===== src/rtl/ssd_pkg.sv =====
// Shared types and constants for the speech segment detector.
// Used by ssd_buf_stats and speech_segment_detector; no dependencies.
`default_nettype none

package ssd_pkg;

    // widths
    localparam int SAMPLE_W = 16;
    localparam int MAG_W    = 17;
    localparam int CFG_W    = 16;
    localparam int COUNT_W  = 11;
    localparam int SUM_W    = 17;
    localparam int PAUSE_W  = 17;
    localparam int POS_W    = 2;
    localparam int PHASE_W  = 2;
    localparam int LEVEL_W  = 16;
    localparam int PROD_W   = 27;
    localparam int DIV_W    = 33;

    // saturation limits and scales
    localparam logic [COUNT_W-1:0] COUNT_MAX   = 11'd2047;
    localparam logic [PAUSE_W-1:0] PAUSE_MAX   = 17'd131071;
    localparam logic [9:0]         RATIO_SCALE = 10'd1000;
    localparam logic [POS_W-1:0]   HEAD_LEN    = 2'd3;
    localparam logic [PHASE_W-1:0] PHASE_LAST  = 2'd2;

    // divide by three: floor(x / 3) = (x * 43691) >> 17 for x below 2^17
    localparam logic [15:0] DIV3_RECIP = 16'd43691;
    localparam int          DIV3_SHIFT = 17;

    // register reset values
    localparam logic [CFG_W-1:0] NOISE_THRESHOLD_RST = 16'd256;
    localparam logic [CFG_W-1:0] SIGNAL_LEVEL_RST    = 16'd500;
    localparam logic [CFG_W-1:0] MAX_PAUSE_RST       = 16'd20;

    // register indexes
    typedef enum logic [1:0] {
        REG_NOISE_THRESHOLD = 2'd0,
        REG_SIGNAL_LEVEL    = 2'd1,
        REG_MAX_PAUSE       = 2'd2
    } cfg_reg_t;

    // one staged word handed to the statistics unit
    typedef struct packed {
        logic             en;
        logic             quiet;
        logic             last;
        logic [MAG_W-1:0] mag;
    } step_t;

    // buffer statistics including the word being processed
    typedef struct packed {
        logic [COUNT_W-1:0] quiet_cnt;
        logic [COUNT_W-1:0] loud_cnt;
        logic [SUM_W-1:0]   head_sum;
    } stats_t;

endpackage

`default_nettype wire


===== src/rtl/ssd_buf_stats.sv =====
// Per-buffer statistics: quiet and loud counts and sum of head magnitudes.
// Depends on ssd_pkg.
`default_nettype none

module ssd_buf_stats (
    input  wire logic          clk,
    input  wire logic          rst_n,
    input  wire ssd_pkg::step_t step,
    output ssd_pkg::stats_t    stats
);

    logic [ssd_pkg::COUNT_W-1:0] quiet_cnt_reg, quiet_cnt_next;
    logic [ssd_pkg::COUNT_W-1:0] loud_cnt_reg, loud_cnt_next;
    logic [ssd_pkg::POS_W-1:0]   pos_reg, pos_next;
    logic [ssd_pkg::SUM_W-1:0]   head_sum_reg, head_sum_next;
    ssd_pkg::stats_t             cur;

    // counts and head sum with the current word folded in
    always_comb
    begin
        cur.quiet_cnt = quiet_cnt_reg;
        cur.loud_cnt  = loud_cnt_reg;
        cur.head_sum  = head_sum_reg;
        if (step.quiet)
        begin
            if (quiet_cnt_reg < ssd_pkg::COUNT_MAX)
                cur.quiet_cnt = quiet_cnt_reg + 1'b1;
        end
        else
        begin
            if (loud_cnt_reg < ssd_pkg::COUNT_MAX)
                cur.loud_cnt = loud_cnt_reg + 1'b1;
        end
        if (pos_reg < ssd_pkg::HEAD_LEN)
            cur.head_sum = head_sum_reg + step.mag;
    end

    assign stats = cur;

    // next state: restart at the end of a buffer
    always_comb
    begin
        quiet_cnt_next = quiet_cnt_reg;
        loud_cnt_next  = loud_cnt_reg;
        pos_next       = pos_reg;
        head_sum_next  = head_sum_reg;
        if (step.en)
        begin
            if (step.last)
            begin
                quiet_cnt_next = ssd_pkg::COUNT_W'(1);
                loud_cnt_next  = ssd_pkg::COUNT_W'(1);
                pos_next       = '0;
                head_sum_next  = '0;
            end
            else
            begin
                quiet_cnt_next = cur.quiet_cnt;
                loud_cnt_next  = cur.loud_cnt;
                head_sum_next  = cur.head_sum;
                if (pos_reg < ssd_pkg::HEAD_LEN)
                    pos_next = pos_reg + 1'b1;
            end
        end
    end

    always_ff @(posedge clk or negedge rst_n)
    begin
        if (!rst_n)
        begin
            quiet_cnt_reg <= ssd_pkg::COUNT_W'(1);
            loud_cnt_reg  <= ssd_pkg::COUNT_W'(1);
            pos_reg       <= '0;
            head_sum_reg  <= '0;
        end
        else
        begin
            quiet_cnt_reg <= quiet_cnt_next;
            loud_cnt_reg  <= loud_cnt_next;
            pos_reg       <= pos_next;
            head_sum_reg  <= head_sum_next;
        end
    end

endmodule

`default_nettype wire


===== src/rtl/speech_segment_detector.sv =====
// Speech segment detector: one result word per buffer, on its last sample.
// Path: the last sample word is held in the input register until the result
// register is free, and its result word is then registered there.
// Throughput: one sample word per cycle; while a result waits, non-final words
// keep flowing, but a final word holds the input register until the result moves.
// Reset: rst_n asynchronous, active low; registers return to their defaults,
// counts to 1, pause count, speech flag and level phase to 0.
`default_nettype none

module speech_segment_detector (
    input  wire logic                          clk,
    input  wire logic                          rst_n,
    // configuration
    input  wire logic                          cfg_we,
    input  wire logic [1:0]                    cfg_index,
    input  wire logic [ssd_pkg::CFG_W-1:0]     cfg_data,
    // sample words
    input  wire logic                          in_valid,
    output logic                               in_ready,
    input  wire logic signed [ssd_pkg::SAMPLE_W-1:0] sample,
    input  wire logic                          last_in_buffer,
    // result words
    output logic                               out_valid,
    input  wire logic                          out_ready,
    output logic                               keep_buffer,
    output logic                               segment_end,
    output logic                               level_valid,
    output logic [ssd_pkg::LEVEL_W-1:0]        level
);

    // configuration registers
    logic [ssd_pkg::CFG_W-1:0] noise_threshold_reg;
    logic [ssd_pkg::CFG_W-1:0] signal_level_reg;
    logic [ssd_pkg::CFG_W-1:0] max_pause_reg;

    // input stage
    logic                      s1_valid_reg;
    logic [ssd_pkg::MAG_W-1:0] s1_mag_reg;
    logic                      s1_quiet_reg;
    logic                      s1_last_reg;
    logic [ssd_pkg::MAG_W-1:0] in_mag;

    // decision state
    logic [ssd_pkg::PAUSE_W-1:0] pause_reg, pause_next;
    logic                        speech_seen_reg, speech_seen_next;
    logic [ssd_pkg::PHASE_W-1:0] phase_reg, phase_next;

    // result register
    logic                        out_valid_reg;
    logic                        keep_reg, keep_next;
    logic                        seg_end_reg, seg_end_next;
    logic                        lvl_valid_reg, lvl_valid_next;
    logic [ssd_pkg::LEVEL_W-1:0] level_reg, level_next;

    logic advance;
    logic proc;
    logic finish;

    ssd_pkg::step_t  step;
    ssd_pkg::stats_t stats;

    logic [ssd_pkg::PROD_W-1:0]  loud_scaled;
    logic [ssd_pkg::PROD_W-1:0]  quiet_scaled;
    logic [ssd_pkg::DIV_W-1:0]   div_prod;
    logic [ssd_pkg::PAUSE_W-1:0] pause_inc;
    logic                        unvoiced;

    // configuration writes, unknown indexes ignored
    always_ff @(posedge clk or negedge rst_n)
    begin
        if (!rst_n)
        begin
            noise_threshold_reg <= ssd_pkg::NOISE_THRESHOLD_RST;
            signal_level_reg    <= ssd_pkg::SIGNAL_LEVEL_RST;
            max_pause_reg       <= ssd_pkg::MAX_PAUSE_RST;
        end
        else if (cfg_we)
        begin
            case (cfg_index)
                ssd_pkg::REG_NOISE_THRESHOLD: noise_threshold_reg <= cfg_data;
                ssd_pkg::REG_SIGNAL_LEVEL:    signal_level_reg    <= cfg_data;
                ssd_pkg::REG_MAX_PAUSE:       max_pause_reg       <= cfg_data;
                default:                      ;
            endcase
        end
    end

    // handshake: a non-final word always moves on, a final one needs the result slot
    assign advance  = !out_valid_reg || out_ready;
    assign proc     = s1_valid_reg && (!s1_last_reg || advance);
    assign finish   = proc && s1_last_reg;
    assign in_ready = !s1_valid_reg || proc;

    // magnitude of the incoming sample, -32768 gives 32768
    assign in_mag = sample[ssd_pkg::SAMPLE_W-1]
                    ? (ssd_pkg::MAG_W'(0) - {1'b1, sample})
                    : {1'b0, sample};

    // input register
    always_ff @(posedge clk or negedge rst_n)
    begin
        if (!rst_n)
            s1_valid_reg <= 1'b0;
        else if (in_ready)
            s1_valid_reg <= in_valid;
    end

    always_ff @(posedge clk)
    begin
        if (in_valid && in_ready)
        begin
            s1_mag_reg   <= in_mag;
            s1_quiet_reg <= (in_mag < {1'b0, noise_threshold_reg});
            s1_last_reg  <= last_in_buffer;
        end
    end

    // buffer statistics
    assign step = '{en: proc, quiet: s1_quiet_reg, last: s1_last_reg, mag: s1_mag_reg};

    ssd_buf_stats u_stats (
        .clk   (clk),
        .rst_n (rst_n),
        .step  (step),
        .stats (stats)
    );

    // ratio test by cross multiplication, mean of head by reciprocal
    assign loud_scaled  = ssd_pkg::PROD_W'(stats.loud_cnt) *
                          ssd_pkg::PROD_W'(ssd_pkg::RATIO_SCALE);
    assign quiet_scaled = ssd_pkg::PROD_W'(signal_level_reg) * ssd_pkg::PROD_W'(stats.quiet_cnt);
    assign unvoiced     = loud_scaled < quiet_scaled;
    assign div_prod     = ssd_pkg::DIV_W'(stats.head_sum) * ssd_pkg::DIV_W'(ssd_pkg::DIV3_RECIP);
    assign pause_inc    = (pause_reg < ssd_pkg::PAUSE_MAX) ? (pause_reg + 1'b1) : pause_reg;

    // buffer decision
    always_comb
    begin
        pause_next       = pause_reg;
        speech_seen_next = speech_seen_reg;
        phase_next       = phase_reg;
        keep_next        = 1'b0;
        seg_end_next     = 1'b0;
        lvl_valid_next   = 1'b0;
        level_next       = '0;
        if (!(unvoiced && !speech_seen_reg))
        begin
            keep_next        = 1'b1;
            speech_seen_next = 1'b1;
            pause_next       = unvoiced ? pause_inc : '0;
            if (phase_reg == ssd_pkg::PHASE_LAST)
            begin
                lvl_valid_next = 1'b1;
                level_next     = div_prod[ssd_pkg::DIV3_SHIFT+ssd_pkg::LEVEL_W-1:
                                          ssd_pkg::DIV3_SHIFT];
                phase_next     = '0;
            end
            else
            begin
                phase_next = phase_reg + 1'b1;
            end
            if (unvoiced && (pause_inc > {1'b0, max_pause_reg}))
            begin
                seg_end_next     = 1'b1;
                pause_next       = '0;
                speech_seen_next = 1'b0;
            end
        end
    end

    always_ff @(posedge clk or negedge rst_n)
    begin
        if (!rst_n)
        begin
            pause_reg       <= '0;
            speech_seen_reg <= 1'b0;
            phase_reg       <= '0;
        end
        else if (finish)
        begin
            pause_reg       <= pause_next;
            speech_seen_reg <= speech_seen_next;
            phase_reg       <= phase_next;
        end
    end

    // result register
    always_ff @(posedge clk or negedge rst_n)
    begin
        if (!rst_n)
            out_valid_reg <= 1'b0;
        else if (advance)
            out_valid_reg <= finish;
    end

    always_ff @(posedge clk)
    begin
        if (finish)
        begin
            keep_reg      <= keep_next;
            seg_end_reg   <= seg_end_next;
            lvl_valid_reg <= lvl_valid_next;
            level_reg     <= level_next;
        end
    end

    assign out_valid   = out_valid_reg;
    assign keep_buffer = keep_reg;
    assign segment_end = seg_end_reg;
    assign level_valid = lvl_valid_reg;
    assign level       = level_reg;

`ifndef NO_ASSERTIONS
    // a closed segment leaves speech detection rearmed
    assert property (@(posedge clk) disable iff (!rst_n)
        (out_valid_reg && seg_end_reg) |-> !speech_seen_reg)
        else $error("speech flag still set after segment end");

    // a dropped buffer reports nothing else
    assert property (@(posedge clk) disable iff (!rst_n)
        (out_valid_reg && !keep_reg) |-> (!seg_end_reg && !lvl_valid_reg))
        else $error("dropped buffer carries segment end or level");

    // level is zero unless it is reported
    assert property (@(posedge clk) disable iff (!rst_n)
        (out_valid_reg && !lvl_valid_reg) |-> (level_reg == '0))
        else $error("level non-zero without level_valid");

    // the level phase cycles through three values only
    assert property (@(posedge clk) disable iff (!rst_n)
        phase_reg != 2'd3)
        else $error("level phase out of range");
`endif

endmodule

`default_nettype wire

===== config.mk =====
export PLATFORM = sky130hd
export DESIGN_NAME = speech_segment_detector
export DESIGN_NICKNAME = d
export VERILOG_FILES = /design/src/rtl/ssd_pkg.sv /design/src/rtl/ssd_buf_stats.sv /design/src/rtl/speech_segment_detector.sv
export SDC_FILE = /design/constraint.sdc
export NUM_CORES = 1
export LEC_CHECK = 0
export ABC_AREA = 1
export BUFFER_PORTS_ARGS = -buffer_cell sky130_fd_sc_hd__buf_4
export CAP_MARGIN = 15
export CORE_MARGIN = 2
export CORE_UTILIZATION = 47
export CTS_CLUSTER_DIAMETER = 120
export CTS_CLUSTER_SIZE = 40
export DETAILED_ROUTE_END_ITERATION = 12
export PLACE_DENSITY = 0.65
export SLEW_MARGIN = 20
export SYNTH_ARGS = -nofsm -noshare
export SYNTH_HDL_FRONTEND = slang
export SYNTH_SLANG_ARGS = --single-unit

===== constraint.sdc =====
create_clock -name clk -period 7.1 [get_ports clk]
set_clock_uncertainty 0.15 [all_clocks]
set_input_delay 0.355 -clock clk [delete_from_list [all_inputs] [get_ports clk]]
set_output_delay 0.355 -clock clk [all_outputs]
set_load 0.03 [all_outputs]

After elaboration in Yosys (flattened, before gate mapping). Index checks and enable logic that the tools add are counted.

Bits in registers: 149. Bits of input ports: 40. Output and inout bits: 21. Logic and storage cells: 80.

Add/sub/neg operators: 7. Multiply operators: 3. Magnitude comparators: 7. Equality and inequality tests: 3. Muxes and demuxes: 19. Bitwise gates (word level): 2. Reduce and logical (&&, ||, !) cells: 20.

Operators by type and width (number): two-way mux 17 bit (6); two-way mux 11 bit (6); multiplier 17 x 16 -> 33 bit (second input constant) (1); less-than comparator 21 x 27 -> 1 bit (1); multiplier 16 x 11 -> 27 bit (1); adder 11 x 1 -> 11 bit (second input constant) (2); less-than comparator 11 bit (second input constant) (2); multiplier 11 x 7 -> 18 bit (second input constant) (1); adder 17 x 1 -> 17 bit (second input constant) (1); adder 17 bit (1); > comparator 17 x 16 -> 1 bit (1); less-than comparator 17 x 16 -> 1 bit (1); less-than comparator 17 bit (second input constant) (1); subtractor 1 x 17 -> 17 bit (first input constant) (1); AND reduction 2 bit (5); two-way mux 2 bit (3); logical AND 1 bit (5); adder 2 x 1 -> 2 bit (second input constant) (2); == test 2 bit (second input constant) (2); logical NOT 1 bit (4); two-way mux 1 bit (4); logical OR 1 bit (3); == test 2 x 1 -> 1 bit (second input constant) (1); logical NOT 2 bit (1); other kinds (4) (5).

Depth between registers and ports, before layout.
Word-level depth: 8. Gate-level depth with buffers: 45. Mapped depth without buffers: 44.

Cells and area by module. A second synthesis with hierarchy kept.

Cells, all modules: 2966. Area, all modules: 22698.0 um^2.

By module, submodules not included: speech_segment_detector (times used 1, cells each 2416, area each 19160.9 um^2, seq. area each 2904.0 um^2); ssd_buf_stats (times used 1, cells each 550, area each 3537.1 um^2, seq. area each 1028.5 um^2).

Least setup slack after synthesis. Ideal clock, no wire load.

Path type: register -> register. Start point: register u_stats.quiet_cnt_reg[0] (netlist bit). End point: register level_reg (netlist bit level[14]), data pin. Setup time: 0.133 ns. Arrival time: 7.062 ns. Data required time: 6.817 ns. Path slack: -0.245 ns. Cell stages (with the launch flop): 38. Buffers on the path: 2. Period minus slack after synthesis: 7.345 ns. Cell sequence: dfstp_2 ha_1 nand3_1 nor3_1 nand4_1 nor2_1 xor2_1 nand2_1 clkbuf_1 nand2_1 fa_1 fa_1 inv_1 fa_1 fa_1 inv_1 fa_1 inv_1 [2 not listed] nand2_1 nand2_1 nand2_1 a21oi_1 o21ai_0 xnor2_1 ha_1 nand4_1 nor3b_1 nand2_1 nand2_1 nand2_1 nand2_1 nand3_4 nand2_4 nand3_4 buf_6 nor2_4.

Cells in the longest elaborated chain, start to end: 7. Elaborated cells on any way between the ends: 8. Classes of those cells: add/sub: 1; mul: 1; order compare: 2; mux: 2; reduce/logical: 2.

Ends and longest elaborated chain: start, declared (RTL line ssd_buf_stats.sv:12) `logic [ssd_pkg::COUNT_W-1:0] quiet_cnt_reg, quiet_cnt_next;`; start signal, assigned (RTL line ssd_buf_stats.sv:71) `quiet_cnt_reg <= ssd_pkg::COUNT_W'(1);`; start signal, assigned (RTL line ssd_buf_stats.sv:78) `quiet_cnt_reg <= quiet_cnt_next;`; adder 11 x 1 -> 11 bit or less-than comparator 11 bit (tied branches) (RTL line ssd_buf_stats.sv:27, ssd_buf_stats.sv:26); two-way mux 11 bit (RTL line ssd_buf_stats.sv:26) `if (quiet_cnt_reg < ssd_pkg::COUNT_MAX)`; two-way mux 11 bit * (RTL line ssd_buf_stats.sv:24) `if (step.quiet)`; multiplier 16 x 11 -> 27 bit * (RTL line speech_segment_detector.sv:131) `assign quiet_scaled = ssd_pkg::PROD_W'(signal_level_reg) * ssd_pkg::PROD_W'(stats.quiet_cnt);`; less-than comparator 21 x 27 -> 1 bit * (RTL line speech_segment_detector.sv:132) `assign unvoiced = loud_scaled < quiet_scaled;`; logical AND 1 bit * (RTL line speech_segment_detector.sv:146) `if (!(unvoiced && !speech_seen_reg))`; OR reduction 2 bit (no source line) *; end signal, assigned (RTL line speech_segment_detector.sv:203) `level_reg <= level_next;`; end, declared (RTL line speech_segment_detector.sv:53) `logic [ssd_pkg::LEVEL_W-1:0] level_reg, level_next;`.

Mark *: on every way between the ends. The rest lies on a longest branch, timed or not. A chain may end at the register's enable or synchronous reset.

Worst setup path after layout.
Start point: register u_stats.quiet_cnt_reg[0] (netlist bit). End point: register pause_reg[1] (netlist bit).

Cells in the longest elaborated chain, start to end: 8. Elaborated cells on any way between the ends: 12. Classes of those cells: add/sub: 1; mul: 1; order compare: 2; mux: 4; bitwise: 1; reduce/logical: 3.

Ends and longest elaborated chain: adder 11 x 1 -> 11 bit or less-than comparator 11 bit (tied branches) (RTL line ssd_buf_stats.sv:27, ssd_buf_stats.sv:26); two-way mux 11 bit (RTL line ssd_buf_stats.sv:26); two-way mux 11 bit * (RTL line ssd_buf_stats.sv:24); multiplier 16 x 11 -> 27 bit * (RTL line speech_segment_detector.sv:131); less-than comparator 21 x 27 -> 1 bit * (RTL line speech_segment_detector.sv:132); logical AND 1 bit (RTL line speech_segment_detector.sv:146); inverter 1 bit (no source line); AND reduction 2 bit (no source line); end signal, assigned (RTL line speech_segment_detector.sv:181) `pause_reg <= pause_next;`; end, declared (RTL line speech_segment_detector.sv:44) `logic [ssd_pkg::PAUSE_W-1:0] pause_reg, pause_next;`.

Marked as above.

==> results.py <==
metrics = {
    "status": {
        "outcome": "finished with violations",
        "violations": "negative setup slack",
    },
    "layout": {
        "mostFrequentLayoutCells": "589 x inv_1, 506 x nand2_1, 292 x ha_1, 276 x buf_4, 244 x fa_1",
        "final_common_cell": "inv_1",
        "area_growth_syn_to_layout_pct": 20.7,
        "nFillCells": 4249,
        "drive_above_1_share_pct": 18.0,
        "antenna_cells": 0,
        "fin_nets": 3592,
        "finalNonFillerCells": 3608,
    },
    "sta": {
        "fmax_ghz": 0.134,
        "slew-limit-headroom_pct": 11.1,
        "hold_violations": 0,
        "tightest_slew_ps": 1330,
        "fin_hold_ws_ps": 40.1,
        "finalSetupViolCount": 39,
        "grt_setup_unrepaired": "yes",
        "finalCritPeriodShare_pct": 105,
        "period_minus_slack_ps": 7440,
        "final-max-slew-violation-count": 0,
        "setup_ws_ps": -345,
    },
    "critical_path": {
        "cpPeakStageDelay_ps": 570,
        "crit_type": "flip-flop to flip-flop",
        "crit_fanout": 6,
        "crit_arrival_ps": 7640,
        "end_kind": "flip-flop",
        "required_ps": 7290,
        "cp-startpoint": "u_stats.quiet_cnt_reg[0]",
        "crit_slowest_cell": "dfstp_2",
        "critPathLaunchType": "flip-flop",
        "rr_startpoint": "u_stats.quiet_cnt_reg[0]",
    },
    "logic_synthesis": {
        "synth_top_area_share_pct": 23.1,
        "synth_top_area_cell": "fa_1",
        "syn_inst": 2711,
        "synth.distinct_cells": 54,
        "yosysWarnings": 0,
        "synth_area_per_cell_um2": 8.01,
        "synth-main-ff-cell": "dfrtp_1",
        "ys_seq_area_share_pct": 18.1,
        "synth-edff-count": 38,
        "synth_nets": 3308,
        "synth_area_mm2": 0.0217,
        "synth.area.top_cells": "fa_1 23%, ha_1 18%, dfrtp_1 12%",
        "ys_ff_latch": 149,
        "async_flop_share_pct": 74.5,
    },
    "floorplan": {
        "die_w_um": 219,
        "initial_core_util_pct": 47.7,
        "core-area_mm2": 0.0455,
        "ios": 61,
        "dieArea_mm2": 0.0479,
        "rows": 78,
        "die_y_um": 219,
    },
    "place": {
        "portBuffers": 60,
        "hpwlAfterDp_mm": 47.7,
        "place_inst": 3544,
        "place_congestion": 0.944,
    },
    "grt": {
        "grt_antenna_before_repair": 0,
        "grt_start_max_net_pins": 59,
        "grt_overflow": 0,
        "track_usage_pct": 24.9,
        "grt_pass1_wl_mm": 94.6,
        "grt_pass1_vias": 18800,
    },
    "route": {
        "wl_mm": 58.1,
        "vias_per_cell": 5.15,
        "dr_total_vias": 18600,
        "post_drt_wl_per_cell_um": 16.1,
        "first_pass_iters": 5,
        "ant_nets": 0,
        "drc": 0,
        "drt-initial-drc-count": 1053,
    },
    "clocking": {
        "numClockSinks": 149,
        "cts_buffer_depth": 2,
        "cts_tree": "built",
        "cts_buffers": 17,
        "cts.htree.levels": 4,
        "clkTransAtPathRegs_ps": 70,
        "clock_latency_ps": 450,
        "cts-root-buf": "clkbuf_16",
    },
    "worst_hold_path": {
        "hold_start": "out_ready",
        "hp-class": "primary input to flip-flop",
    },
    "run": {
        "cap_violations": 0,
    },
}
layer usage:
metal  share of wire, %  GRT usage, %  up-vias  wire [um]
met2                 45          39.3      479      26100
met4                1.9          5.97        0       1130
li1                   -             -     9008          -
met3                6.3          4.50       74       3670
met5                  0             0        -          0
met1                 47          35.6     9005      27200
Yosys cell counts (all sizes together), types with 3 or more instances:
cell and instances:
nand3 84, nor2 226, ha 307, inv 617, o21ai 122, xor2 59
or2 8, dfstp 11, clkbuf 33, clkinv 4, o22ai 19, xnor2 30
a21oi 119, nand2 564, a21o 10, fa 250, edfxtp 38, buf 11
nor4 8, nand4 22, o211ai 5, o2111ai 3, a31oi 10, nor3 18
a22o 4, dfrtp 100, o21bai 11
final cells by class:
| cell class | instances | area (um^2) | share of cell area [%] |
|---|---|---|---|
| clock buffers | 17 | 425 | 1.62 |
| well taps | 600 | 751 | 2.87 |
| inverters | 621 | 2340 | 8.95 |
| clock inverters | 15 | 194 | 0.740 |
| multi-input cells | 1901 | 16000 | 61.2 |
| repair buffers | 305 | 2510 | 9.58 |
| flip-flops and latches | 149 | 3930 | 15.0 |
worst paths after layout:
path,end,slack [ps],cells past startpoint
setup / recovery,pause_reg[1],-340,39
hold / removal,out_valid,40,4
setup reg to reg,pause_reg[1],-340,39
hold reg to reg,max_pause_reg[15],340,2
max in group asynchronous,u_stats.quiet_cnt_reg[2],5150,3
min in group asynchronous,phase_reg[0],380,2
kinds of logic (layout without fill, tap and decap cells):
family / after synthesis / after routing / synth area share (%)
adder cells (fa/ha/maj): 557 / 557 / 40.8
AO/OA/AOI/OAI: 315 / 315 / 8.07
buffers and inverters: 665 / 958 / 11.6
flip-flops: 149 / 149 / 18.1
XOR/XNOR: 89 / 89 / 3.59
multiplexers: 1 / 1 / 0.0461
other: 1 / 1 / 0.0173
AND/OR/NAND/NOR: 934 / 938 / 17.8
worst max-delay path: cells and delay by family, from the launching register on:
family	cells	cell delay, ps
AO/OA/AOI/OAI	3	330
XOR/XNOR	2	280
adder cells (fa/ha/maj)	8	3220
buffers and inverters	8	800
flip-flops	1	570
AND/OR/NAND/NOR	18	1980
timing repair:
action	4_1_cts	5_1_grt
resized for setup	98	111
hold endpoints to repair	52	0
hold buffers	4	0
setup buffers	12	10
cloned	5	3
setup endpoints to repair	39	39
pin swaps	91	52
stage by stage:
stage,utilization [%],TNS [ps],instance area (um^2),setup slack (ps)
2_1_floorplan,-,-12.8,21800,-12.8
3_3_place_gp,53.9,-21030,24500,-601
3_5_place_dp,53.9,-23270,24500,-683
4_1_cts,56.5,-6600,25700,-211
5_1_grt,57.6,-23980,26200,-682
6_report,57.6,-11530,26200,-345
Power is not shown: default switching activity piles up to over one toggle a cycle in this logic, so the estimate is an artifact.
